[src/rmtc_pkg.sv]
// Package: types, codes and word layouts of the relay motor timed move controller.
package rmtc_pkg;

   localparam int DEBOUNCE_TICKS_DEFAULT = 5;

   localparam int REQ_TDATA_W = 72;
   localparam int REQ_TUSER_W = 2;
   localparam int RSP_TDATA_W = 8;

   typedef enum logic [1:0] {
      OP_TICK = 2'd0,
      OP_FWD  = 2'd1,
      OP_REV  = 2'd2,
      OP_STOP = 2'd3
   } op_type;

   typedef enum logic [1:0] {
      CAUSE_USER    = 2'd0,
      CAUSE_LIMIT   = 2'd1,
      CAUSE_TIMEOUT = 2'd2
   } cause_type;

   typedef struct packed {
      op_type      operation;
      logic [31:0] timeout_ms;
      logic [31:0] now_ms;
      logic        limit_level;
   } req_type;

   typedef struct packed {
      logic      forward_relay;
      logic      reverse_relay;
      logic      is_moving;
      cause_type stop_cause;
      logic      limit_stable;
   } rsp_type;

endpackage

[src/rmtc_core.sv]
// Motor state registers and the single-pass update for one command or tick.
module rmtc_core
   import rmtc_pkg::*;
#(
   parameter int DEBOUNCE_TICKS = DEBOUNCE_TICKS_DEFAULT
) (
   input  logic    clock,
   input  logic    reset,
   input  logic    step,
   input  req_type req,
   output rsp_type rsp
);

   localparam int CNT_W = $clog2(DEBOUNCE_TICKS + 1);
   localparam logic [CNT_W-1:0] CNT_MAX = CNT_W'(DEBOUNCE_TICKS);

   logic             moving_ff, moving_in;
   logic             fwd_ff, fwd_in;
   logic             rev_ff, rev_in;
   logic [31:0]      start_ff, start_in;
   logic [31:0]      dur_ff, dur_in;
   logic [CNT_W-1:0] cnt_ff, cnt_in;
   logic             stable_ff, stable_in;
   cause_type        cause_ff, cause_in;

   logic             raw;
   logic [CNT_W-1:0] cnt_inc;
   logic [31:0]      elapsed;

   always_comb begin
      moving_in = moving_ff;
      fwd_in    = fwd_ff;
      rev_in    = rev_ff;
      start_in  = start_ff;
      dur_in    = dur_ff;
      cnt_in    = cnt_ff;
      stable_in = stable_ff;
      cause_in  = cause_ff;
      raw       = ~req.limit_level;
      cnt_inc   = cnt_ff + CNT_W'(1);
      elapsed   = req.now_ms - start_ff;
      unique case (req.operation)
         OP_FWD, OP_REV: begin
            fwd_in    = (req.operation == OP_FWD);
            rev_in    = (req.operation == OP_REV);
            moving_in = 1'b1;
            start_in  = req.now_ms;
            dur_in    = req.timeout_ms;
            cnt_in    = '0;
         end
         OP_STOP: begin
            fwd_in    = 1'b1;
            rev_in    = 1'b1;
            moving_in = 1'b0;
            cause_in  = CAUSE_USER;
         end
         default: begin
            if (moving_ff) begin
               if (raw == stable_ff) begin
                  cnt_in = '0;
               end else if (cnt_inc >= CNT_MAX) begin
                  stable_in = raw;
                  cnt_in    = '0;
               end else begin
                  cnt_in = cnt_inc;
               end
               if ((elapsed >= dur_ff) || stable_in) begin
                  fwd_in    = 1'b1;
                  rev_in    = 1'b1;
                  moving_in = 1'b0;
                  cause_in  = stable_in ? CAUSE_LIMIT : CAUSE_TIMEOUT;
               end
            end
         end
      endcase
   end

   always_ff @(posedge clock) begin
      if (reset) begin
         moving_ff <= 1'b0;
         fwd_ff    <= 1'b1;
         rev_ff    <= 1'b1;
         start_ff  <= '0;
         dur_ff    <= '0;
         cnt_ff    <= '0;
         stable_ff <= 1'b0;
         cause_ff  <= CAUSE_USER;
      end else if (step) begin
         moving_ff <= moving_in;
         fwd_ff    <= fwd_in;
         rev_ff    <= rev_in;
         start_ff  <= start_in;
         dur_ff    <= dur_in;
         cnt_ff    <= cnt_in;
         stable_ff <= stable_in;
         cause_ff  <= cause_in;
      end
   end

   assign rsp.forward_relay = fwd_in;
   assign rsp.reverse_relay = rev_in;
   assign rsp.is_moving     = moving_in;
   assign rsp.stop_cause    = cause_in;
   assign rsp.limit_stable  = stable_in;

endmodule

[src/relay_motor_timed_move_controller.sv]
// Top level: input word register, motor update core and result word register.
//
//   channel  dir  handshake            payload
//   req      in   req_tvalid/tready    tuser operation, tdata timeout/now/limit
//   rsp      out  rsp_tvalid/tready    tdata relays, moving, cause, limit
//
// One word per cycle sustained while rsp is not stalled; rsp valid is set as the
// accepted word moves from the input register to the result register. The state
// update happens in that move, so throughput is set by that register-to-register pass.
// Reset clears both valid flags and the motor state; nothing else needs clearing.
// A stalled rsp holds its word; req is ready while the input register is free
// or drains in the same cycle.
module relay_motor_timed_move_controller
   import rmtc_pkg::*;
#(
   parameter int DEBOUNCE_TICKS = DEBOUNCE_TICKS_DEFAULT
) (
   input  logic                   clock,
   input  logic                   reset,
   input  logic                   req_tvalid,
   output logic                   req_tready,
   // [31:0] timeout_ms, [63:32] now_ms, [64] limit_level, [71:65] zero
   input  logic [REQ_TDATA_W-1:0] req_tdata,
   // [1:0] operation
   input  logic [REQ_TUSER_W-1:0] req_tuser,
   output logic                   rsp_tvalid,
   input  logic                   rsp_tready,
   // [0] forward_relay, [1] reverse_relay, [2] is_moving, [4:3] stop_cause,
   // [5] limit_stable, [7:6] zero
   output logic [RSP_TDATA_W-1:0] rsp_tdata
);

   logic    in_valid_ff, in_valid_in;
   req_type in_ff, in_in;
   logic    out_valid_ff, out_valid_in;
   rsp_type out_ff;
   rsp_type core_rsp;
   logic    advance;

   assign advance    = in_valid_ff && (!out_valid_ff || rsp_tready);
   assign req_tready = !in_valid_ff || advance;

   always_comb begin
      in_in.operation   = op_type'(req_tuser[1:0]);
      in_in.timeout_ms  = req_tdata[31:0];
      in_in.now_ms      = req_tdata[63:32];
      in_in.limit_level = req_tdata[64];
      in_valid_in       = (req_tvalid && req_tready) || (in_valid_ff && !advance);
      out_valid_in      = advance || (out_valid_ff && !rsp_tready);
   end

   rmtc_core #(
      .DEBOUNCE_TICKS(DEBOUNCE_TICKS)
   ) u_core (
      .clock(clock),
      .reset(reset),
      .step (advance),
      .req  (in_ff),
      .rsp  (core_rsp)
   );

   always_ff @(posedge clock) begin
      if (reset) begin
         in_valid_ff  <= 1'b0;
         out_valid_ff <= 1'b0;
      end else begin
         in_valid_ff  <= in_valid_in;
         out_valid_ff <= out_valid_in;
      end
   end

   always_ff @(posedge clock) begin
      if (req_tvalid && req_tready) begin
         in_ff <= in_in;
      end
      if (advance) begin
         out_ff <= core_rsp;
      end
   end

   assign rsp_tvalid = out_valid_ff;
   assign rsp_tdata  = {2'b00, out_ff.limit_stable, out_ff.stop_cause, out_ff.is_moving,
                        out_ff.reverse_relay, out_ff.forward_relay};

endmodule

[config.mk]
export PLATFORM = sky130hd
export DESIGN_NAME = relay_motor_timed_move_controller
export DESIGN_NICKNAME = d
export VERILOG_FILES = /design/src/rmtc_pkg.sv /design/src/rmtc_core.sv /design/src/relay_motor_timed_move_controller.sv
export SDC_FILE = /design/constraint.sdc
export NUM_CORES = 1
export LEC_CHECK = 0
export BUFFER_PORTS_ARGS = -buffer_cell sky130_fd_sc_hd__buf_4
export CELL_PAD_IN_SITES_DETAIL_PLACEMENT = 1
export CELL_PAD_IN_SITES_GLOBAL_PLACEMENT = 1
export CORE_ASPECT_RATIO = 0.9
export CORE_MARGIN = 4
export CORE_UTILIZATION = 45
export CTS_CLUSTER_DIAMETER = 150
export DETAILED_ROUTE_END_ITERATION = 10
export PLACE_DENSITY = 0.8
export SLEW_MARGIN = 25
export SYNTH_ARGS = -nofsm -noshare
export SYNTH_HDL_FRONTEND = slang
export SYNTH_HIERARCHICAL = 1
export SYNTH_SLANG_ARGS = --single-unit
export TNS_END_PERCENT = 50
[constraint.sdc]
create_clock -name clock -period 5.27 [get_ports clock]
set_input_delay 1.054 -clock clock [delete_from_list [all_inputs] [get_ports clock]]
set_output_delay 1.054 -clock clock [all_outputs]
set_load 0.01 [all_outputs]
# Word level (Yosys, flattened, before mapping)
# Cells that the tools add are included.
# Widths: inputs -> output; s select.
# classes
n_addsub	2
magnitude_cmp	2
eq_ne	4
muxes	23
n_bitwise	2
n_reduce_logical	18
# op_table
op	n
$ge 32x32->1	1
$sub 32x32->32	1
$mux 1	12
$mux 3	3
$mux 2	3
$pmux 1 s2	3
$pmux 3 s2	1
$logic_or 1x1->1	5
$eq 2x2->1 const B	2
$logic_and 1x1->1	4
$logic_not 1->1	4
$pmux 2 s2	1
$add 3x1->3 const B	1
$ge 3x3->1 const B	1
$reduce_and 3->1	1
$reduce_or 3->1	1
$eq 2x1->1 const B	1
$not 1->1	2
$reduce_and 2->1	1
$reduce_bool 2->1	1
$reduce_or 2->1	1
$eq 1x1->1	1
# word_totals
ff_bits	148
inputBits	78
output_inout_bits	10
elab_cells	70

# Longest topological paths before layout
# Gate-level depths: netlist of the first run.
# depth
word_depth	10
ltp_mapped	22
mapped_depth_nobuf	21

# Hierarchy
# The synthesis of the first run kept the hierarchy.
# by_module_without_submodules
module	n_inst	cells_per_inst	area_per_inst_um2	seq_area_each_um2
rmtc_core	1	713	5318.9	1461.4
relay_motor_timed_move_controller	1	86	2314.7	2232.1

# Worst setup path after synthesis of the first run
# Ideal clock, no wire load.
# synth_path
kind	reg2reg
from	register in_ff[1] (netlist bit)
to	register out_ff, in the netlist rsp_tdata[2], data pin
setup_time_ns	0.251
t_arrival_ns	4.372
required_ns	5.019
path_slack_ns	0.646
stages_incl_launch_ff	23
path_buffers	1
period_less_slack_ns	4.624
cell_sequence	edfxtp_1 inv_1 ha_1 inv_1 fa_1 a21oi_1 nor2_1 nor4_1 o41a_1 or4_4 a31oi_4 o31ai_1 xnor2_1 ha_1 and4_1 nand3_1 or2_2 a2111oi_0 nand3_1 o21ai_0 or4_1 nand2_1 buf_4
# synth_between
elab_chain_cells	6
# synth_lines
item	line_no	text
from (decl)	relay_motor_timed_move_controller.sv:34	req_type in_ff, in_in;
from (signal assigned)	relay_motor_timed_move_controller.sv:74	in_ff <= in_in;
$sub 32x32->32	rmtc_core.sv:41	elapsed = req.now_ms - start_ff;
$ge 32x32->1	rmtc_core.sv:67	if ((elapsed >= dur_ff) || stable_in) begin
$logic_or 1x1->1	rmtc_core.sv:67	
$mux 1	rmtc_core.sv:67	
$mux 1	rmtc_core.sv:58	if (moving_ff) begin
$pmux 1 s2	rmtc_core.sv:42	unique case (req.operation)
net u_core.moving_in	rmtc_core.sv:17	logic moving_ff, moving_in;
to (signal assigned)	relay_motor_timed_move_controller.sv:77	out_ff <= core_rsp;
to (decl)	relay_motor_timed_move_controller.sv:36	rsp_type out_ff;
# The timed path passes the listed nets, and every way through them passes these cells.
# A chain may end at the register's enable or synchronous reset.

# Worst setup path in the final report of the first run
# layout_path
from	register in_ff[2] (netlist bit)
to	register u_core.moving_ff
# layout_between
elab_chain_cells	6
# layout_lines
item	line_no	text
$sub 32x32->32	rmtc_core.sv:41	
$ge 32x32->1	rmtc_core.sv:67	
$logic_or 1x1->1	rmtc_core.sv:67	
$mux 1	rmtc_core.sv:67	
$mux 1	rmtc_core.sv:58	
$pmux 1 s2	rmtc_core.sv:42	
to (signal assigned)	rmtc_core.sv:89	moving_ff <= moving_in;
to (decl)	rmtc_core.sv:17	
# Every way passes these cells.

==> results of run 1 <==
worst min-delay path by stage:
stage / slack, ps / end / cells past startpoint / start
global placement: 440 / u_core/start_ff[30] / 2 / u_core/start_ff[30]
CTS: 460 / u_core/start_ff[25] / 2 / u_core/start_ff[25]
detailed placement: 450 / u_core/start_ff[25] / 2 / u_core/start_ff[25]
global route: 480 / u_core/start_ff[25] / 2 / u_core/start_ff[25]
floorplan: 440 / u_core/dur_ff[10] / 2 / u_core/dur_ff[10]
finish: 450 / u_core/start_ff[25] / 2 / u_core/start_ff[25]
report_power, final:
part           switching (mW)  internal [mW]
registers              0.0304           1.27
clock network           0.486          0.648
logic                   0.290          0.225
total                   0.806           2.14
flip-flops by register name, indices dropped and copies added, names as in the netlist:
signal / cells
u_core/stable_ff: 1
rsp_tvalid: 1
u_core/moving_ff: 1
u_core/cause_ff: 2
u_core/cnt_ff: 3
in_ff: 67
u_core/rev_ff: 1
u_core/dur_ff: 32
u_core/start_ff: 32
u_core/fwd_ff: 1
in_valid_ff: 1
rsp_tdata: 6
cells in the final DEF (no fill, tap or decap), types with 4 or more instances in the layout:
cell | Yosys | layout
a21oi_1 | 100 | 100
nor2_1 | 24 | 23
nand2b_1 | 7 | 7
nand3_1 | 10 | 10
a31oi_1 | 4 | 4
edfxtp_1 | 73 | 73
nor2b_1 | 4 | 4
o21bai_1 | 5 | 5
xor2_1 | 11 | 11
o21ai_0 | 22 | 20
inv_1 | 79 | 79
a21o_1 | 19 | 19
nand4_1 | 9 | 9
clkinvlp_4 | 0 | 6
xnor2_1 | 18 | 18
ha_1 | 69 | 69
nor3_1 | 7 | 7
clkbuf_16 | 0 | 17
a211oi_1 | 6 | 6
or2_2 | 4 | 4
buf_4 | 7 | 84
o21a_1 | 6 | 6
nand2_1 | 153 | 152
dfxtp_1 | 75 | 75
worst max-delay path, delay by kind of cell, from the launching register on:
kind | cells | cell delay (ps)
compound gates | 12 | 2860
xor+xnor | 1 | 160
fa+ha+maj | 2 | 600
flops | 1 | 440
simple gates | 3 | 810
synth_stat cells, drive strengths merged, types with 4 or more instances:
| cell type | number | share of area [%] |
|---|---|---|
| a211oi | 6 | 0.59 |
| a21o | 21 | 2.1 |
| a21oi | 101 | 6.7 |
| a31oi | 5 | 0.61 |
| and2 | 6 | 0.54 |
| buf | 9 | 0.79 |
| clkbuf | 22 | 1.2 |
| dfxtp | 75 | 20 |
| edfxtp | 73 | 29 |
| ha | 69 | 11 |
| inv | 79 | 3.9 |
| nand2 | 153 | 7.5 |
| nand2b | 7 | 0.57 |
| nand3 | 10 | 0.66 |
| nand4 | 9 | 0.74 |
| nor2 | 24 | 1.2 |
| nor2b | 5 | 0.44 |
| nor3 | 8 | 0.59 |
| o21a | 6 | 0.59 |
| o21ai | 24 | 1.6 |
| o21bai | 5 | 0.49 |
| or2 | 4 | 0.33 |
| xnor2 | 18 | 2.1 |
| xor2 | 11 | 1.3 |
routing by layer:
layer	global-route usage, %	part of all wire (%)	up-vias	routed length [um]
li1	-	-	2903	-
met1	23.5	43	2831	7930
met2	35.5	52	100	9640
met3	4.92	3.6	24	675
met4	7.01	1.7	0	319
met5	0	0	-	0
timing repair:
item	4_1_cts	5_1_grt
gates cloned	0	0
gates resized for setup	2	8
setup endpoints to repair	2	10
pin swaps	0	2
final cells by class:
type,count,share of cell area (%)
Inverter,79,3.32
Timing Repair Buffer,84,7.06
Clock inverter,12,1.25
Tap cell,207,2.90
Sequential cell,148,41.4
Clock buffer,20,4.89
Multi-Input combinational cell,540,39.2
metrics by stage:
| step | setup WS, ps | power, mW |
|---|---|---|
| finish | 292 | 2.95 |
| global route | 46.0 | 3.09 |
| CTS | 18.9 | 2.97 |
| detailed placement | 73.2 | 1.82 |
| global placement | 264 | 1.79 |
| floorplan | 646 | 1.67 |
kinds of logic (layout without fill, tap and decap cells):
logic type      Yosys count  in the layout
simple gates            242            242
compound gates          197            197
flops                   148            148
buf+inv                 112            195
fa+ha+maj                70             70
xor+xnor                 29             29
other cells               1              2
==> flow_metrics.tcl, run 1 <==
set metrics [dict create \
    worstRegToRegCells 18 \
    synth-main-ff-cell "dfxtp_1" \
    outcome "complete, no violations" \
    fin_crit_sh_pct 94.5 \
    cp-endpoint "u_core/moving_ff" \
    antenna_found_initial 0 \
    crit_top_cell "a21o_1" \
    crit_chain "ha_1 -> nor2b_1 -> o31a_1 -> o31a_1 -> a31o_2 -> a31oi_1 -> o2bb2ai_2 -> o21ai_0 -> xnor2_1 -> ha_1 -> a21o_1 -> a21o_1 -> a21o_1 -> a21o_1 -> a21oi_1 -> nor2_1 -> or4_1 -> a311oi_1" \
    grt_use_total_pct 19.9 \
    synth-adder-area-share_pct 11.6 \
    fillers 1867 \
    ant_nets 0 \
    final_core_util_pct 54.4 \
    coreArea_um2 16400 \
    max_freq_mhz 201 \
    clockBufferDepth 2 \
    clock_skew_ps 9.07 \
    cpPeakStageDelay_ps 560 \
    leakagePower_nw 3.37 \
    synthCells 799 \
    clkSinkCount 148 \
    htree_levels 4 \
    seq_area_um2 3690 \
    multi_input_area_um2 3500 \
    setup_violations 0 \
    async_flop_share_pct 0 \
    die_area_um2 19100 \
    yosysUniqueCellTypes 67 \
    muxShareOfSynthArea_pct 0 \
    grt_pass1_wl_mm 31.2 \
    p_per_area_nw_per_um2 330 \
    dieWidth_um 145 \
    setup-tns-final_ps 0 \
    postPlaceCellArea_um2 8340 \
    routed_via_density 5.37 \
    io_buffers 78 \
    syn-cell-area_um2 7630 \
    synth_simple_gate_area_share_pct 14.3 \
    yosys_warnings 6 \
    ios 88 \
    drt-total-wl_mm 18.6 \
    diodes 0 \
    reg2reg_from "in_ff[2]" \
    post-route-drc-count 0 \
    start_util_pct 46.5 \
    grt_overflow 0 \
    grt_pass1_vias 6464 \
    place_hpwl_mm 12.8 \
    worstPathArrival_ps 5300 \
    max_cap_viol_count 0 \
    cts_buffers 17 \
    tightest_slew_ps 930 \
    vdd_drop_max_mv 0.228 \
    drive_above_1_share_pct 15.7 \
    clk_latency_ps 420 \
    worst-setup-path-type "flip-flop to flip-flop" \
    post-cts-setup-buffer-count 0 \
    slowest_stage "or4_1" \
    clockRootBuffer "clkbuf_16" \
    vias 5858 \
    start_kind "flip-flop" \
    crit_start "in_ff[2]" \
    critPathRequiredTime_ps 5600 \
    hp-class "flip-flop to flip-flop" \
    critPathMaxFanout 5 \
    rsz0062_at_grt "no" \
    ys_ff_latch 148 \
    maxSlewHeadroom_pct 38.0 \
    regToRegSetupSlack_ps 290 \
    dp.cells 1058 \
    drt_pass1_iterations 4 \
    stdcell_area_um2 8930 \
    synth_enable_flop_cells 73 \
    finalNonFillerCells 1090 \
    die_h_um 132 \
    hold_ws_ps 454 \
    end_kind "flip-flop" \
    first_iter_violations 255 \
    ctsHoldBuffers 0 \
    slew_violations 0 \
    synth_top_family_by_area "compound AO/OA/AOI/OAI gates" \
    r2r_end "u_core/moving_ff" \
    rows 44 \
    wl_per_cell_um 17.0 \
    grt_max_degree 79 \
    synth_area_per_cell_um2 9.55 \
    areaGrowthSynthToFinish_pct 16.9 \
    synth-seq-area-share_pct 48.4 \
    final_nets 1018 \
    period_needed_ps 4980 \
    finalHoldViolations 0 \
    clk_pin_slew_ps 60 \
    synth_compound_area_share_pct 15.9 \
    synth-xor-area-share_pct 3.33 \
    cts_tree "done" \
    place_congestion 0.844 \
]
Power figures use the tool's default switching activity.
==> run 2: changes to the inputs <==
--- a/config.mk
+++ b/config.mk
@@ -13,7 +13,7 @@
 export CORE_UTILIZATION = 45
 export CTS_CLUSTER_DIAMETER = 150
 export DETAILED_ROUTE_END_ITERATION = 10
-export PLACE_DENSITY = 0.8
+export PLACE_DENSITY_LB_ADDON = 0.12
 export SLEW_MARGIN = 25
 export SYNTH_ARGS = -nofsm -noshare
 export SYNTH_HDL_FRONTEND = slang
==> run 2 against run 1 <==
Against the previous run: hold slack is essentially flat; wire length shrank 1.2%; sequential power is essentially flat; combinational power grew 1%; largest cell class unchanged.
==> flow_metrics.tcl, run 2 (synthesis results as in run 1) <==
set metrics [dict create \
    outcome "complete, no violations" \
    postPlaceCellArea_um2 8370 \
    die_h_um 132 \
    min_path_cells 2 \
    ctsHoldBuffers 0 \
    place_hpwl_mm 12.6 \
    place_congestion 0.854 \
    stdcell_area_um2 9090 \
    final_core_util_pct 55.4 \
    grt_overflow 0 \
    rsz0062_at_grt "yes" \
    areaGrowthSynthToFinish_pct 19.1 \
    clock_skew_ps 7.61 \
    cts_buffers 17 \
    clockBufferDepth 2 \
    dp_slack_ps 58.5 \
    min_from "u_core/dur_ff[25]" \
    htree_levels 4 \
    hold_end "u_core/dur_ff[25]" \
    grt_pass1_wl_mm 31.1 \
    grt_use_total_pct 19.8 \
    final_nets 1023 \
    coreArea_um2 16400 \
    slew_violations 0 \
    setup_ws_ps 279 \
    start_util_pct 46.5 \
    antenna_found_initial 0 \
    critPathRequiredTime_ps 5600 \
    clk_latency_ps 430 \
    reg2reg_from "in_ff[1]" \
    reg.largest.list "in_ff: 67 flops, u_core/dur_ff: 32 flops, u_core/start_ff: 32 flops" \
    cts_tree "done" \
    setup_violations 0 \
    period_needed_ps 4990 \
    drt-total-wl_mm 18.4 \
    clockRootBuffer "clkbuf_16" \
    critPathMaxFanout 3 \
    clk_pin_slew_ps 60 \
    tightest_slew_ps 950 \
    hp-class "flip-flop to flip-flop" \
    p_total_mw 3.20 \
    grt_max_degree 79 \
    post-route-drc-count 0 \
    regToRegSetupSlack_ps 280 \
    clkSinkCount 148 \
    dp.cells 1063 \
    first_iter_violations 208 \
    end_kind "flip-flop" \
    layout_commonest_cell "nand2_1" \
    r2r_end "u_core/moving_ff" \
    start_kind "flip-flop" \
    grt_pass1_vias 6463 \
    maxSlewHeadroom_pct 36.6 \
    rows 44 \
    max_cap_viol_count 0 \
    die_area_um2 19100 \
    io_buffers 78 \
    p_per_area_nw_per_um2 352 \
    drive_above_1_share_pct 16.7 \
    ant_nets 0 \
    fin_crit_sh_pct 94.7 \
    finalNonFillerCells 1095 \
    worstPathArrival_ps 5320 \
    largest_register_ffs 67 \
    max_freq_mhz 200 \
    vdd_drop_max_mv 0.220 \
    worstRegToRegCells 23 \
    ios 88 \
    diodes 0 \
    leakagePower_nw 3.47 \
    largest-register "in_ff" \
    finalHoldViolations 0 \
    post-cts-setup-buffer-count 0 \
    vias 5926 \
    final_cell_mix "nand2_1, a21oi_1, buf_4" \
    worst-setup-path-type "flip-flop to flip-flop" \
    drt_pass1_iterations 4 \
    dieWidth_um 145 \
    wl_per_cell_um 16.8 \
    routed_via_density 5.41 \
]
[run 2: changes by cell type in the layout (fill, tap and decap cells not counted), moves of 2 or more]
cell / change
clkinvlp_4: -6
buf_4: +5
bufinv_16: +3
clkbuf_1: -3
clkbuf_16: +2
inv_6: +2
inv_8: +2
[run 2: where the power goes]
part           internal, mW  switching (mW)  leakage (nW)
Combinational         0.228           0.291          1.82
Sequential             1.27          0.0299          1.32
Clock                 0.872           0.512         0.335
Total                  2.37           0.833          3.47
[run 2: layout make-up]
type | instances | area [um^2]
well taps | 207 | 259
flip-flops and latches | 148 | 3690
fillers | 1855 | 7310
multi-input cells | 540 | 3500
inverters | 79 | 297
clock inverters | 12 | 188
repair buffers | 89 | 668
clock buffers | 20 | 489
[run 2: routing by layer]
layer	track usage (%)	up-vias	part of all wire (%)
met2	35.1	97	50
met4	6.12	0	1.1
met1	24.5	2893	46
met3	3.99	18	3.2
met5	0	-	0
li1	-	2918	-
[run 2: critical path, stage by stage, from the launching register on]
cell	delay, ps
edfxtp_1	350
inv_1	50
ha_1	210
inv_1	90
fa_2	220
a21oi_1	100
nor2_2	190
nor4_2	80
o41a_1	450
or4_4	580
a31oi_4	210
o31ai_1	100
xnor2_1	210
ha_1	290
and4_1	210
nand3_1	110
or2_2	160
a2111oi_4	40
buf_4	150
o21ai_0	80
o21ai_1	100
buf_4	160
or4_1	490
a311oi_1	270
[run 2: metrics by stage]
stage / setup TNS [ps] / hold WS [ps]
2_1_floorplan: 0 / 436
3_3_place_gp: 0 / 442
3_5_place_dp: 0 / 450
4_1_cts: 0 / 459
5_1_grt: -18.2 / 478
6_report: 0 / 454
[run 2: worst max-delay path by stage]
| stage | depth (start not counted) | startpoint | end | slack (ps) |
|---|---|---|---|---|
| floorplan | 22 | in_ff[1] | rsp_tdata[2] | 650 |
| global route | 23 | in_ff[1] | u_core/moving_ff | -20 |
| global placement | 23 | in_ff[1] | u_core/cause_ff[1] | 210 |
| CTS | 24 | in_ff[1] | u_core/fwd_ff | 10 |
| finish | 23 | in_ff[1] | u_core/moving_ff | 280 |
| detailed placement | 23 | in_ff[1] | u_core/cause_ff[1] | 60 |
[run 2: repair_timing]
| action | in CTS | in global routing |
|---|---|---|
| resized for setup | 0 | 11 |
| endpoints found under the hold margin | 0 | 0 |
| pin swaps | 1 | 3 |
| endpoints found under the setup margin | 2 | 10 |
